<file path="config.mk">
export PLATFORM = sky130hd
export DESIGN_NAME = clipped_line_span_raster
export DESIGN_NICKNAME = d
export VERILOG_FILES = /design/src/rtl/core/clsr_pkg.sv /design/src/rtl/core/clsr_front.sv /design/src/rtl/core/clsr_queue.sv /design/src/rtl/core/clsr_back.sv /design/src/rtl/core/clipped_line_span_raster.sv
export SDC_FILE = /design/constraint.sdc
export NUM_CORES = 2
export LEC_CHECK = 0
export CORE_ASPECT_RATIO = 1.5
export CORE_MARGIN = 2
export CORE_UTILIZATION = 65
export CTS_CLUSTER_DIAMETER = 200
export CTS_CLUSTER_SIZE = 20
export DETAILED_ROUTE_END_ITERATION = 7
export DONT_BUFFER_PORTS = 1
export PLACE_DENSITY = 0.83
export SLEW_MARGIN = 10
export SYNTH_ARGS = -nofsm -noshare
export SYNTH_HDL_FRONTEND = slang
export SYNTH_SLANG_ARGS = --single-unit
</file>
<file path="constraint.sdc">
create_clock -name clk -period 15.8 [get_ports clk]
set_input_delay 3.16 -clock clk [delete_from_list [all_inputs] [get_ports clk]]
set_output_delay 3.16 -clock clk [all_outputs]
set_load 0.02 [all_outputs]
</file>
<file path="src/rtl/core/clsr_pkg.sv">
// types, constants and helpers of the clipped line span raster
package clsr_pkg;

	localparam int COORD_BITS     = 16;
	localparam int CFG_BITS       = 16;
	localparam int CFG_IDX_BITS   = 3;
	localparam int DIM_BITS       = 13;
	localparam int MAX_TARGET_DIM = 4096;
	localparam int ADDR_BITS      = 25;
	localparam int COLOUR_BITS    = 8;
	localparam int DELTA_BITS     = COORD_BITS + 1;
	localparam int RUN_BITS       = COORD_BITS + 1;
	localparam int ERR_BITS       = COORD_BITS + 2;
	localparam int OFS_BITS       = COORD_BITS + 3;
	localparam int PROD_BITS      = 2 * DIM_BITS + 1;
	localparam int QUEUE_DEPTH    = 4;

	// command codes
	localparam logic CMD_LOAD = 1'b0;
	localparam logic CMD_STEP = 1'b1;

	// register indexes
	localparam logic [CFG_IDX_BITS-1:0] REG_TARGET_LEFT   = 3'd0;
	localparam logic [CFG_IDX_BITS-1:0] REG_TARGET_TOP    = 3'd1;
	localparam logic [CFG_IDX_BITS-1:0] REG_TARGET_WIDTH  = 3'd2;
	localparam logic [CFG_IDX_BITS-1:0] REG_TARGET_HEIGHT = 3'd3;
	localparam logic [CFG_IDX_BITS-1:0] REG_ROW_PAD       = 3'd4;

	typedef logic signed [COORD_BITS-1:0] coord_t;
	typedef logic signed [COORD_BITS:0]   wide_t;
	typedef logic        [DELTA_BITS-1:0] delta_t;
	typedef logic        [RUN_BITS-1:0]   run_t;
	typedef logic signed [ERR_BITS-1:0]   err_t;
	typedef logic signed [OFS_BITS-1:0]   ofs_t;
	typedef logic        [DIM_BITS-1:0]   dim_t;
	typedef logic        [COLOUR_BITS-1:0] colour_t;

	typedef struct packed {
		logic    command;
		coord_t  start_x;
		coord_t  start_y;
		coord_t  end_x;
		coord_t  end_y;
		colour_t line_colour;
	} cmd_item_t;

	typedef struct packed {
		logic                 span_visible;
		logic [ADDR_BITS-1:0] span_address;
		dim_t                 span_length;
		colour_t              span_colour;
		logic                 line_finished;
		logic                 last_in_run;
	} res_item_t;

	typedef struct packed {
		logic signed [CFG_BITS-1:0] target_left;
		logic signed [CFG_BITS-1:0] target_top;
		dim_t                       target_width;
		dim_t                       target_height;
		dim_t                       row_pad;
	} cfg_t;

	// one span request in screen coordinates, or a blank result
	typedef struct packed {
		logic   valid;
		coord_t sx;
		coord_t sy;
		run_t   len;
	} span_req_t;

	// everything the back end needs for the results of one command
	typedef struct packed {
		span_req_t span0;
		span_req_t span1;
		logic      two;
		colour_t   colour;
		logic      finished;
	} q_entry_t;

	// window dimension saturated to the largest supported size
	function automatic dim_t dim_sat(input dim_t v);
		dim_sat = (int'(v) > MAX_TARGET_DIM) ? dim_t'(MAX_TARGET_DIM) : v;
	endfunction

endpackage

</file>
<file path="src/rtl/core/clsr_front.sv">
// front end: takes commands, keeps the line state, queues span requests
module clsr_front (
	input  logic                clk,
	input  logic                arst_n,
	input  logic                cmd_valid,
	output logic                cmd_ready,
	input  clsr_pkg::cmd_item_t cmd,
	input  clsr_pkg::cfg_t      cfg,
	input  logic                q_ready,
	output logic                push,
	output clsr_pkg::q_entry_t  push_entry
);
	import clsr_pkg::*;

	function automatic delta_t absd(input coord_t a, input coord_t b);
		wide_t d;
		d = wide_t'(a) - wide_t'(b);
		absd = delta_t'(d[COORD_BITS] ? -d : d);
	endfunction

	logic    active_q, steep_q, down_q;
	coord_t  major_pos_q, major_end_q, minor_pos_q, run_start_q;
	run_t    run_len_q;
	err_t    err_q;
	delta_t  maj_d_q, min_d_q;
	colour_t colour_q;

	// load path
	dim_t    w, h;
	coord_t  ax, ay, bx, by;
	coord_t  max_x, min_x, max_y, min_y;
	logic signed [CFG_BITS-1:0] cfg_left, cfg_top;
	ofs_t    left_e, right_e, top_e, bottom_e;
	logic    reject, steep, swap, zero_len;
	delta_t  dx, dy, ld_maj_d, ld_min_d;
	coord_t  j0, n0, j1, n1, lj0, ln0, lj1, ln1;
	wide_t   ld_diff;

	// step path
	wide_t   pos_inc;
	logic    last, neg;
	err_t    e1, e2;
	coord_t  minor_next, rs_next;
	run_t    rl_pend;
	span_req_t span_n, span_l, span_blank;

	assign cmd_ready = q_ready;
	assign push      = cmd_valid && q_ready;

	always_comb begin
		w        = dim_sat(cfg.target_width);
		h        = dim_sat(cfg.target_height);
		ax       = cmd.start_x;
		ay       = cmd.start_y;
		bx       = cmd.end_x;
		by       = cmd.end_y;
		cfg_left = cfg.target_left;
		cfg_top  = cfg.target_top;
		max_x    = (ax > bx) ? ax : bx;
		min_x    = (ax < bx) ? ax : bx;
		max_y    = (ay > by) ? ay : by;
		min_y    = (ay < by) ? ay : by;
		left_e   = ofs_t'(cfg_left);
		top_e    = ofs_t'(cfg_top);
		right_e  = left_e + ofs_t'({1'b0, w});
		bottom_e = top_e + ofs_t'({1'b0, h});
		// bounding box against the window
		reject   = (w == '0) || (h == '0)
			|| (ofs_t'(max_x) < left_e) || (ofs_t'(min_x) >= right_e)
			|| (ofs_t'(max_y) < top_e) || (ofs_t'(min_y) >= bottom_e);
		dx       = absd(ax, bx);
		dy       = absd(ay, by);
		steep    = dy > dx;
		j0       = steep ? ay : ax;
		n0       = steep ? ax : ay;
		j1       = steep ? by : bx;
		n1       = steep ? bx : by;
		swap     = j0 > j1;
		lj0      = swap ? j1 : j0;
		ln0      = swap ? n1 : n0;
		lj1      = swap ? j0 : j1;
		ln1      = swap ? n0 : n1;
		zero_len = lj0 == lj1;
		ld_diff  = wide_t'(lj1) - wide_t'(lj0);
		ld_maj_d = delta_t'(ld_diff);
		ld_min_d = absd(ln0, ln1);
	end

	always_comb begin
		pos_inc    = wide_t'(major_pos_q) + wide_t'(1);
		last       = pos_inc == wide_t'(major_end_q);
		e1         = err_q - err_t'({1'b0, min_d_q});
		neg        = e1[ERR_BITS-1];
		e2         = neg ? (e1 + err_t'({1'b0, maj_d_q})) : e1;
		minor_next = minor_pos_q;
		if (neg) begin
			minor_next = down_q ? (minor_pos_q - coord_t'(1)) : (minor_pos_q + coord_t'(1));
		end
		rs_next    = neg ? coord_t'(pos_inc[COORD_BITS-1:0]) : run_start_q;
		rl_pend    = neg ? '0 : run_len_q;
		span_blank = '0;
		span_n     = '{valid: 1'b1, sx: run_start_q, sy: minor_pos_q, len: run_len_q};
		span_l     = '{valid: 1'b1, sx: rs_next, sy: minor_next, len: rl_pend};
	end

	always_comb begin
		push_entry        = '0;
		push_entry.colour = colour_q;
		if (cmd.command == CMD_LOAD) begin
			push_entry.colour   = cmd.line_colour;
			push_entry.finished = reject || zero_len;
		end else if (!active_q) begin
			push_entry.finished = 1'b1;
		end else begin
			push_entry.finished = last;
			if (steep_q) begin
				push_entry.span0 = '{valid: 1'b1, sx: minor_pos_q, sy: major_pos_q,
					len: run_t'(1)};
			end else if (neg && last) begin
				push_entry.span0 = span_n;
				push_entry.span1 = span_l;
				push_entry.two   = 1'b1;
			end else if (neg) begin
				push_entry.span0 = span_n;
			end else if (last) begin
				push_entry.span0 = span_l;
			end else begin
				push_entry.span0 = span_blank;
			end
		end
	end

	always_ff @(posedge clk or negedge arst_n) begin
		if (!arst_n) begin
			active_q <= 1'b0;
		end else if (push) begin
			if (cmd.command == CMD_LOAD) begin
				active_q <= !(reject || zero_len);
			end else if (active_q && last) begin
				active_q <= 1'b0;
			end
		end
	end

	always_ff @(posedge clk) begin
		if (push) begin
			if (cmd.command == CMD_LOAD) begin
				colour_q    <= cmd.line_colour;
				steep_q     <= steep;
				major_pos_q <= lj0;
				major_end_q <= lj1;
				minor_pos_q <= ln0;
				maj_d_q     <= ld_maj_d;
				min_d_q     <= ld_min_d;
				down_q      <= !(ln0 < ln1);
				err_q       <= err_t'({1'b0, ld_maj_d[DELTA_BITS-1:1]});
				run_start_q <= lj0;
				run_len_q   <= run_t'(1);
			end else if (active_q) begin
				err_q       <= e2;
				minor_pos_q <= minor_next;
				run_start_q <= rs_next;
				run_len_q   <= rl_pend + run_t'(1);
				major_pos_q <= coord_t'(pos_inc[COORD_BITS-1:0]);
			end
		end
	end

endmodule

</file>
<file path="src/rtl/core/clsr_queue.sv">
// short queue of span requests between front and back end
module clsr_queue (
	input  logic               clk,
	input  logic               arst_n,
	input  logic               push,
	input  clsr_pkg::q_entry_t push_entry,
	output logic               ready,
	output logic               valid,
	output clsr_pkg::q_entry_t head,
	input  logic               pop
);
	import clsr_pkg::*;

	localparam int PTR_BITS = $clog2(QUEUE_DEPTH);
	localparam int CNT_BITS = $clog2(QUEUE_DEPTH + 1);

	q_entry_t            mem_q [QUEUE_DEPTH];
	logic [PTR_BITS-1:0] wr_ptr_q, rd_ptr_q;
	logic [CNT_BITS-1:0] cnt_q;

	assign ready = cnt_q != CNT_BITS'(QUEUE_DEPTH);
	assign valid = cnt_q != '0;
	assign head  = mem_q[rd_ptr_q];

	// depth is a power of two, pointers wrap on their own
	always_ff @(posedge clk or negedge arst_n) begin
		if (!arst_n) begin
			wr_ptr_q <= '0;
			rd_ptr_q <= '0;
			cnt_q    <= '0;
		end else begin
			if (push) begin
				wr_ptr_q <= wr_ptr_q + PTR_BITS'(1);
			end
			if (pop) begin
				rd_ptr_q <= rd_ptr_q + PTR_BITS'(1);
			end
			if (push && !pop) begin
				cnt_q <= cnt_q + CNT_BITS'(1);
			end else if (pop && !push) begin
				cnt_q <= cnt_q - CNT_BITS'(1);
			end
		end
	end

	always_ff @(posedge clk) begin
		if (push) begin
			mem_q[wr_ptr_q] <= push_entry;
		end
	end

endmodule

</file>
<file path="src/rtl/core/clsr_back.sv">
// back end: clips span requests, forms byte offsets, drives results
module clsr_back (
	input  logic                clk,
	input  logic                arst_n,
	input  logic                q_valid,
	input  clsr_pkg::q_entry_t  q_head,
	output logic                pop,
	input  clsr_pkg::cfg_t      cfg,
	output logic                res_valid,
	input  logic                res_ready,
	output clsr_pkg::res_item_t res
);
	import clsr_pkg::*;

	logic      adv, take, sub_q;
	span_req_t req;
	dim_t      w, h;
	logic [DIM_BITS:0] wp;
	logic signed [CFG_BITS-1:0] cfg_left, cfg_top;
	ofs_t      ox, oy, len0;
	logic      vis;

	logic      valid_s1, vis_s1, fin_s1, last_s1;
	ofs_t      ox_s1, len_s1;
	dim_t      oy_s1;
	colour_t   colour_s1;

	ofs_t      lsum, len_a, ox_a;
	logic      left_cut, vis_a;
	logic [PROD_BITS-1:0] prod;

	logic      valid_s2, vis_s2, fin_s2, last_s2;
	ofs_t      ox_s2, len_s2;
	logic [PROD_BITS-1:0] prod_s2;
	colour_t   colour_s2;

	ofs_t      rsum, len_b;
	logic      over, vis_b;
	logic [ADDR_BITS-1:0] addr;

	logic      valid_s3;
	res_item_t res_s3;

	assign adv       = !valid_s3 || res_ready;
	assign take      = adv && q_valid;
	assign pop       = take && (!q_head.two || sub_q);
	assign res_valid = valid_s3;
	assign res       = res_s3;

	always_comb begin
		w        = dim_sat(cfg.target_width);
		h        = dim_sat(cfg.target_height);
		wp       = {1'b0, w} + {1'b0, cfg.row_pad};
		cfg_left = cfg.target_left;
		cfg_top  = cfg.target_top;
		req      = sub_q ? q_head.span1 : q_head.span0;
		ox       = ofs_t'(req.sx) - ofs_t'(cfg_left);
		oy       = ofs_t'(req.sy) - ofs_t'(cfg_top);
		len0     = (req.len == '0) ? ofs_t'(1) : ofs_t'({1'b0, req.len});
		vis      = req.valid && !oy[OFS_BITS-1] && (oy < ofs_t'({1'b0, h}));
	end

	// left edge clip and row base
	always_comb begin
		left_cut = ox_s1[OFS_BITS-1];
		lsum     = len_s1 + ox_s1;
		len_a    = left_cut ? lsum : len_s1;
		ox_a     = left_cut ? '0 : ox_s1;
		vis_a    = vis_s1 && !(left_cut && (lsum <= ofs_t'(0)));
		prod     = PROD_BITS'(oy_s1) * PROD_BITS'(wp);
	end

	// right edge clip and final offset
	always_comb begin
		rsum  = ox_s2 + len_s2;
		over  = rsum > ofs_t'({1'b0, w});
		len_b = over ? (ofs_t'({1'b0, w}) - ox_s2) : len_s2;
		vis_b = vis_s2 && !(over && (len_b <= ofs_t'(0)));
		addr  = prod_s2[ADDR_BITS-1:0] + ADDR_BITS'(ox_s2[DIM_BITS-1:0]);
	end

	always_ff @(posedge clk or negedge arst_n) begin
		if (!arst_n) begin
			sub_q    <= 1'b0;
			valid_s1 <= 1'b0;
			valid_s2 <= 1'b0;
			valid_s3 <= 1'b0;
		end else if (adv) begin
			if (take) begin
				sub_q <= q_head.two && !sub_q;
			end
			valid_s1 <= q_valid;
			valid_s2 <= valid_s1;
			valid_s3 <= valid_s2;
		end
	end

	always_ff @(posedge clk) begin
		if (adv) begin
			vis_s1    <= vis;
			ox_s1     <= ox;
			oy_s1     <= oy[DIM_BITS-1:0];
			len_s1    <= len0;
			colour_s1 <= q_head.colour;
			fin_s1    <= q_head.finished;
			last_s1   <= !q_head.two || sub_q;

			vis_s2    <= vis_a;
			ox_s2     <= ox_a;
			len_s2    <= len_a;
			prod_s2   <= prod;
			colour_s2 <= colour_s1;
			fin_s2    <= fin_s1;
			last_s2   <= last_s1;

			res_s3.span_visible  <= vis_b;
			res_s3.span_address  <= vis_b ? addr : '0;
			res_s3.span_length   <= vis_b ? len_b[DIM_BITS-1:0] : '0;
			res_s3.span_colour   <= vis_b ? colour_s2 : '0;
			res_s3.line_finished <= fin_s2;
			res_s3.last_in_run   <= last_s2;
		end
	end

endmodule

</file>
<file path="src/rtl/core/clipped_line_span_raster.sv">
// a command transfer is queued, then moves through s1, s2 and the result
// register; the second result of a two-span command follows the first
// throughput: one command per cycle while the queue has room, one result per
// cycle out of the back end while res_ready is high, each span a result of its own
// reset: arst_n clears the active line, the queue and the pipeline valids and
// sets the window to left 0, top 0, width 640, height 480, pad 0
module clipped_line_span_raster (
	input  logic                                  clk,
	input  logic                                  arst_n,
	input  logic                                  cmd_valid,
	output logic                                  cmd_ready,
	input  clsr_pkg::cmd_item_t                   cmd,
	output logic                                  res_valid,
	input  logic                                  res_ready,
	output clsr_pkg::res_item_t                   res,
	input  logic                                  cfg_we,
	input  logic [clsr_pkg::CFG_IDX_BITS-1:0]     cfg_index,
	input  logic [clsr_pkg::CFG_BITS-1:0]         cfg_data
);
	import clsr_pkg::*;

	// window registers; user writes only while no command is in flight, not enforced
	cfg_t     cfg_q;

	// front to queue
	logic     push, q_ready;
	q_entry_t push_entry;

	// queue to back end
	logic     q_valid, pop;
	q_entry_t q_head;

	always_ff @(posedge clk or negedge arst_n) begin
		if (!arst_n) begin
			cfg_q.target_left   <= '0;
			cfg_q.target_top    <= '0;
			cfg_q.target_width  <= dim_t'(640);
			cfg_q.target_height <= dim_t'(480);
			cfg_q.row_pad       <= '0;
		end else if (cfg_we) begin
			case (cfg_index)
				REG_TARGET_LEFT: begin
					cfg_q.target_left <= cfg_data;
				end
				REG_TARGET_TOP: begin
					cfg_q.target_top <= cfg_data;
				end
				REG_TARGET_WIDTH: begin
					cfg_q.target_width <= cfg_data[DIM_BITS-1:0];
				end
				REG_TARGET_HEIGHT: begin
					cfg_q.target_height <= cfg_data[DIM_BITS-1:0];
				end
				REG_ROW_PAD: begin
					cfg_q.row_pad <= cfg_data[DIM_BITS-1:0];
				end
				default: begin
					// unused index, write dropped
				end
			endcase
		end
	end

	// front end: one command per cycle while the queue has room; loads and Bresenham
	// steps settle in the cycle of the transfer and leave a request in the queue
	clsr_front u_front (
		.clk        (clk),
		.arst_n     (arst_n),
		.cmd_valid  (cmd_valid),
		.cmd_ready  (cmd_ready),
		.cmd        (cmd),
		.cfg        (cfg_q),
		.q_ready    (q_ready),
		.push       (push),
		.push_entry (push_entry)
	);

	// decouples the front end from a stalled result port
	clsr_queue u_queue (
		.clk        (clk),
		.arst_n     (arst_n),
		.push       (push),
		.push_entry (push_entry),
		.ready      (q_ready),
		.valid      (q_valid),
		.head       (q_head),
		.pop        (pop)
	);

	// back end: three stages, clip start, left clip with row multiply,
	// right clip with offset add into the result register
	clsr_back u_back (
		.clk       (clk),
		.arst_n    (arst_n),
		.q_valid   (q_valid),
		.q_head    (q_head),
		.pop       (pop),
		.cfg       (cfg_q),
		.res_valid (res_valid),
		.res_ready (res_ready),
		.res       (res)
	);

endmodule

</file>
[After elaboration in Yosys (flattened, before gate mapping)]
Memory sizes are Yosys's and may differ from the RTL's.
Cells that the tools add are included.
Word-level totals
  flip-flop bits (word level): 411
  memory bits (writable): 440
  bits of input ports: 97
  output and inout port bits: 51
  logic and storage cells: 201
  memories kept: 1
Memories
  u_queue.mem_q: words 4, bits a word 110, read ports 1, clocked after Yosys merged registers in 0, write ports 1, RTL line clsr_queue.sv:17  | q_entry_t mem_q [QUEUE_DEPTH];
Cells by class
  add/subtract/negate cells: 26
  multiply operators: 1
  magnitude comparators: 17
  equality and inequality tests: 9
  mux-type cells: 51
  bitwise gates (word level): 1
  reductions and logical operators: 47
Operators with widths (count)
  $mux W16: 23
  $mux W50: 5
  $mux W101: 2
  $mux W51: 2
  $sub A16 B16 Y17: 6
  $lt A16 B16 Y1: 5
  $mux W17: 4
  $neg A17 Y17: 3
  $gt A16 B16 Y1: 3
  $add A19 B19 Y19: 2
  $le A19 B1 Y1 const B: 2
  $mux W19: 2
  $mux W18: 2
  $add A16 B14 Y17: 2
  $ge A16 B17 Y1: 2
  $gt A13 B13 Y1 const B: 2
  $logic_not A13 Y1: 2
  $mux W13: 2
  $add A25 B25 Y25: 1
  $mul A13 B14 Y25: 1
  $gt A19 B14 Y1: 1
  $lt A19 B14 Y1: 1
  $sub A14 B19 Y19: 1
  $add A18 B18 Y18: 1
  29 further kinds: 75

[Logic depth before layout (Yosys ltp)]
  word-level depth: 11
  mapped depth: 60
  depth with buffers taken out: 52

[Hierarchy]
A second synthesis with hierarchy kept.
Unflattened totals
  cell total of the unflattened synthesis: 5163
  area total of the unflattened synthesis: 57591.5 um^2
Modules (own cells, without submodules)
  clsr_front: times used 1, cells an instance 2500, area an instance 19941.6 um^2, sequential area each 4319.1 um^2
  clsr_back: times used 1, cells an instance 1900, area an instance 18674.2 um^2, sequential area each 5475.3 um^2
  clsr_queue: times used 1, cells an instance 610, area an instance 16276.9 um^2, sequential area each 13387.8 um^2
  clipped_line_span_raster: times used 1, cells an instance 153, area an instance 2698.8 um^2, sequential area each 1784.2 um^2

[Worst setup path after synthesis]
Ideal clock, no wire load.
  path kind: input to register
  start: in cmd[26] (netlist bit)
  end: reg u_front.min_d_q[11] (data pin)
  library setup time: 266 ps
  arrival: 15286 ps
  required time: 15534 ps
  path slack: 248 ps
  stages on the path: 58
  path buffers: 11
  cells stage by stage: inv_1 ha_1 nor2b_1 o21ai_0 a21boi_0 o21ai_0 a21boi_0 o21ai_0 a21boi_0 o21ai_0 a211oi_1 o31a_1 o31ai_1 o31ai_1 xor2_1 ha_1 and3_1 and4_1 [... 22 more ...] nand2_1 a31oi_1 ha_1 inv_1 fa_1 a21o_1 a21oi_1 o21ai_0 a21oi_1 o21ai_0 a21oi_1 o21bai_1 a2111oi_0 o31ai_1 a211oi_1 nor2_1 o21ba_2 xor2_1
Between the ends
  word-level cells in the longest chain between the ends: 10
  elaborated cells on any way between the ends: 14
  those cells by class: add/sub: 4; order compare: 2; mux: 8
Ends and longest elaborated chain
  from (decl): RTL line clipped_line_span_raster.sv:12  | input clsr_pkg::cmd_item_t cmd,
  $sub A16 B16 Y17: RTL line clsr_front.sv:17  | d = wide_t'(a) - wide_t'(b);
  $neg A17 Y17: RTL line clsr_front.sv:18  | absd = delta_t'(d[COORD_BITS] ? -d : d);
  $mux W17: RTL line clsr_front.sv:18
  $gt A17 B17 Y1: RTL line clsr_front.sv:73  | steep = dy > dx;
  $mux W16, on equally long branches: RTL line clsr_front.sv:74, clsr_front.sv:76
  $gt A16 B16 Y1: RTL line clsr_front.sv:78  | swap = j0 > j1;
  $mux W16, on equally long branches: RTL line clsr_front.sv:80, clsr_front.sv:82
  $sub A16 B16 Y17 *: RTL line clsr_front.sv:17
  $neg A17 Y17: RTL line clsr_front.sv:18
  $mux W16 *: RTL line clsr_front.sv:18
  via u_front.ld_min_d[11]: RTL line clsr_front.sv:35  | delta_t dx, dy, ld_maj_d, ld_min_d;
  to (signal assigned): RTL line clsr_front.sv:154  | min_d_q <= ld_min_d;
  to (decl): RTL line clsr_front.sv:25  | delta_t maj_d_q, min_d_q;
Mark *: on every way through the listed nets, which the timed path passes. The rest lies on a longest branch.
A chain may end at the register's enable or synchronous reset.

[Worst setup path after layout]
  start: in cmd[56] (netlist bit)
  end: reg u_front.min_d_q[11] (data pin)
The elaborated chain is that of the path after synthesis.

==> summary.txt <==
Critical path
  • CP Class: primary input to register
  • Crit start category: primary input
  • Worst path max stage delay: 0.65 ns
  • Worst path slowest cell: a2111oi_0
  • Most numerous cell on the critical path: o21ai_0
  • Critical Path Fanout Max: 22
  • Arrival @ worst endpoint: 15.13 ns
  • Endpoint class of the critical path: register
  • Required time worst endpoint: 16.20 ns

Synth
  • Top FF cell, synth: edfxtp_1
  • FF+latch count, synth: 841
  • Syn_area_per_cell: 11.0 um^2
  • Unique cell type count in the Yosys netlist: 92
  • Post-synth EDFFs: 758
  • Syn Std Cell Area: 55,800 um^2
  • FFs w/ async S/R, synth: 9.87%
  • Synth warnings: 0
  • Sequential-to-total area share from yosys stat: 44.5%
  • Synth Instances: 5,064

Floorplanning
  • IO Pins: 148
  • Row count: 131
  • Die height: 363 um
  • DIE WIDTH: 243 um
  • Die area: 88,300 um^2
  • Starting density of the core: 65.6%
  • Core ar.: 85,100 um^2

Route
  • Mean routed wirelength per cell: 26.0 um
  • Drt pass-1 iters: 5
  • Remaining DRCs: 0
  • DR vias: 40,400
  • Vias per cell: 6.46
  • WL final: 162,000 um
  • ANT nets after route: 0
  • Iteration-0 DRC Markers: 3,574

Clock tree
  • Worst-case clock buffer depth: 3
  • Clock root buffer master: clkbuf_16
  • Worst-Skew Late Latency: 0.65 ns
  • Post-CTS Resized: 0
  • Setup bufs post-CTS: 0
  • Worst-path clk slew: 0.09 ns
  • Sink Count: 841
  • Number of CTS-inserted buffers: 48
  • CTS hold repair buffers: 0
  • CTS tree: yes
  • H-Tree Level Count: 2

STA
  • Max-slew violations: 0
  • Worst Tran Pin Value: 1.22 ns
  • Peak Freq: 67.9 MHz
  • Setup Viol. Count Final: 0
  • Crit path time final: 14.73 ns
  • Setup TNS: 0 ns
  • RSZ-0062 raised after global routing: false
  • Fin crit share: 93.2%
  • Clock Skews: 0.0457 ns
  • Fin. Hold Viols: 0
  • Max_slew headroom: 18.1%

Run
  • Max-cap violations: 0

Placement
  • Routability Congestion: 1.04
  • HPWL Detailed: 124,000 um
  • I/O Buffers: 0

Cells and area
  • Most frequent cells in the layout: 758 x edfxtp_1, 500 x nand2_1, 444 x inv_1
  • Layout cells sized above 1: 8.13%
  • Fin nets: 5,758
  • Area Growth Syn to Fin: 5.54%
  • Commonest non-fill, non-tap cell in the layout: edfxtp_1

Global route
  • Vias in the first global route: 40,800
  • Grt total ovfl: 0
  • Largest net degree at the start of global routing: 105
  • Tot GR Track Use: 36.7%
  • First-pass GRT wire length: 241,000 um
  • Initial antenna violation count: 2

Outcome
  • Status: finished, final reports clean

Worst hold path
  • Hold Path Class: register to register
worst paths after layout:
kind | startpoint | end | slack, ns | depth (start not counted)
min in group asynchronous | arst_n | cfg_q[0]$_DFFE_PN0P_ | 2.21 | 0
max in group asynchronous | arst_n | u_queue.rd_ptr_q[0]$_DFFE_PN0P_ | 13.29 | 0
worst max register to register | cfg_q[38]$_DFFE_PN0P_ | u_back.prod_s2[24]$_DFFE_PP_ | 6.58 | 33
worst max-delay path | cmd[56] | u_front.min_d_q[11]$_DFFE_PP_ | 1.07 | 49
worst min register to register | u_back.colour_s1[2]$_DFFE_PP_ | u_back.colour_s2[2]$_DFFE_PP_ | 0.42 | 0
worst min-delay path | u_back.colour_s1[2]$_DFFE_PP_ | u_back.colour_s2[2]$_DFFE_PP_ | 0.42 | 0
layer usage:
metal	GRT usage [%]	share of wire (%)	vias up
li1	-	-	18200
met1	38.6	33	19800
met2	64.4	50	1872
met3	5.86	6.8	565
met4	30.8	10	2
met5	0	0.0080	-
cells by family (layout without fill, tap and decap cells):
group	count (synthesis)	after routing	share of synthesized area [%]
buffers and inverters	620	604	4.22
multiplexers	334	334	8.72
AO/OA/AOI/OAI	1013	1013	11.5
other	1	72	0.00672
adder cells (fa/ha/maj)	585	585	15.1
XOR/XNOR	288	288	4.54
flip-flops	841	841	44.5
AND/OR/NAND/NOR	1382	1382	11.5
cells in the mapped netlist (all sizes together) (97+ instances only):
library cell / n / area, um^2
edfxtp: 758 / 22800
mux4: 109 / 2450
xnor2: 199 / 1740
ha: 438 / 5480
mux2i: 97 / 971
o21ai: 288 / 1440
nand2: 500 / 1880
inv: 446 / 1670
fa: 147 / 2940
nor2: 372 / 1400
a21oi: 258 / 1290
and2: 99 / 619
mux2: 128 / 1440
clkbuf: 142 / 533
registers in the layout, summed over array words and instances (netlist names), 3 cells and up:
| name | cells |
|---|---|
| u_front.minor_pos_q | 16 |
| u_back.len_s1 | 17 |
| u_back.prod_s2 | 25 |
| u_queue.mem_q | 436 |
| u_front.err_q | 18 |
| u_queue.cnt_q | 3 |
| u_front.min_d_q | 17 |
| u_back.colour_s2 | 8 |
| u_back.oy_s1 | 13 |
| cfg_q | 71 |
| u_front.colour_q | 8 |
| u_back.len_s2 | 19 |
| u_front.run_len_q | 17 |
| u_back.colour_s1 | 8 |
| u_back.ox_s2 | 17 |
| u_back.res | 49 |
| u_front.major_end_q | 16 |
| u_front.run_start_q | 16 |
| u_back.ox_s1 | 17 |
| u_front.major_pos_q | 16 |
| u_front.maj_d_q | 17 |
cell type report:
cell class | instances | area [um^2]
diodes | 3 | 7.51
flip-flops and latches | 841 | 24900
multi-input cells | 3671 | 29000
repair buffers | 68 | 536
clock inverters | 3 | 66.3
inverters | 446 | 1670
well taps | 1130 | 1410
clock buffers | 87 | 1370
fillers | 6010 | 26100
worst max-delay path, delay by kind of cell:
kind / cells / cell delay [ns]
and+or+nand+nor: 9 / 2.06
AOI/OAI and AO/OA: 28 / 6.81
buffers and inverters: 3 / 0.32
xor gates and xnor gates: 2 / 0.23
adders and majority gates: 6 / 2.13
muxes: 1 / 0.37
metrics by stage:
stage / worst slack [ns] / cells / hold WS [ns] / instance area, um^2 / utilization (%)
after floorplan: 0.248 / 5132 / 0.400 / 56100 / -
after global placement: 0.702 / 6156 / 0.403 / 57500 / 67.6
after detailed placement: 0.449 / 6156 / 0.405 / 57500 / 67.6
after CTS: 1.13 / 6246 / 0.425 / 58900 / 69.3
after global routing: 0.0909 / 6246 / 0.433 / 58900 / 69.3
final: 1.07 / 6249 / 0.424 / 58900 / 69.3
Power is left out: the tool's default activity adds up to more than one toggle a clock period on the data nets, which glitch-free logic cannot reach.
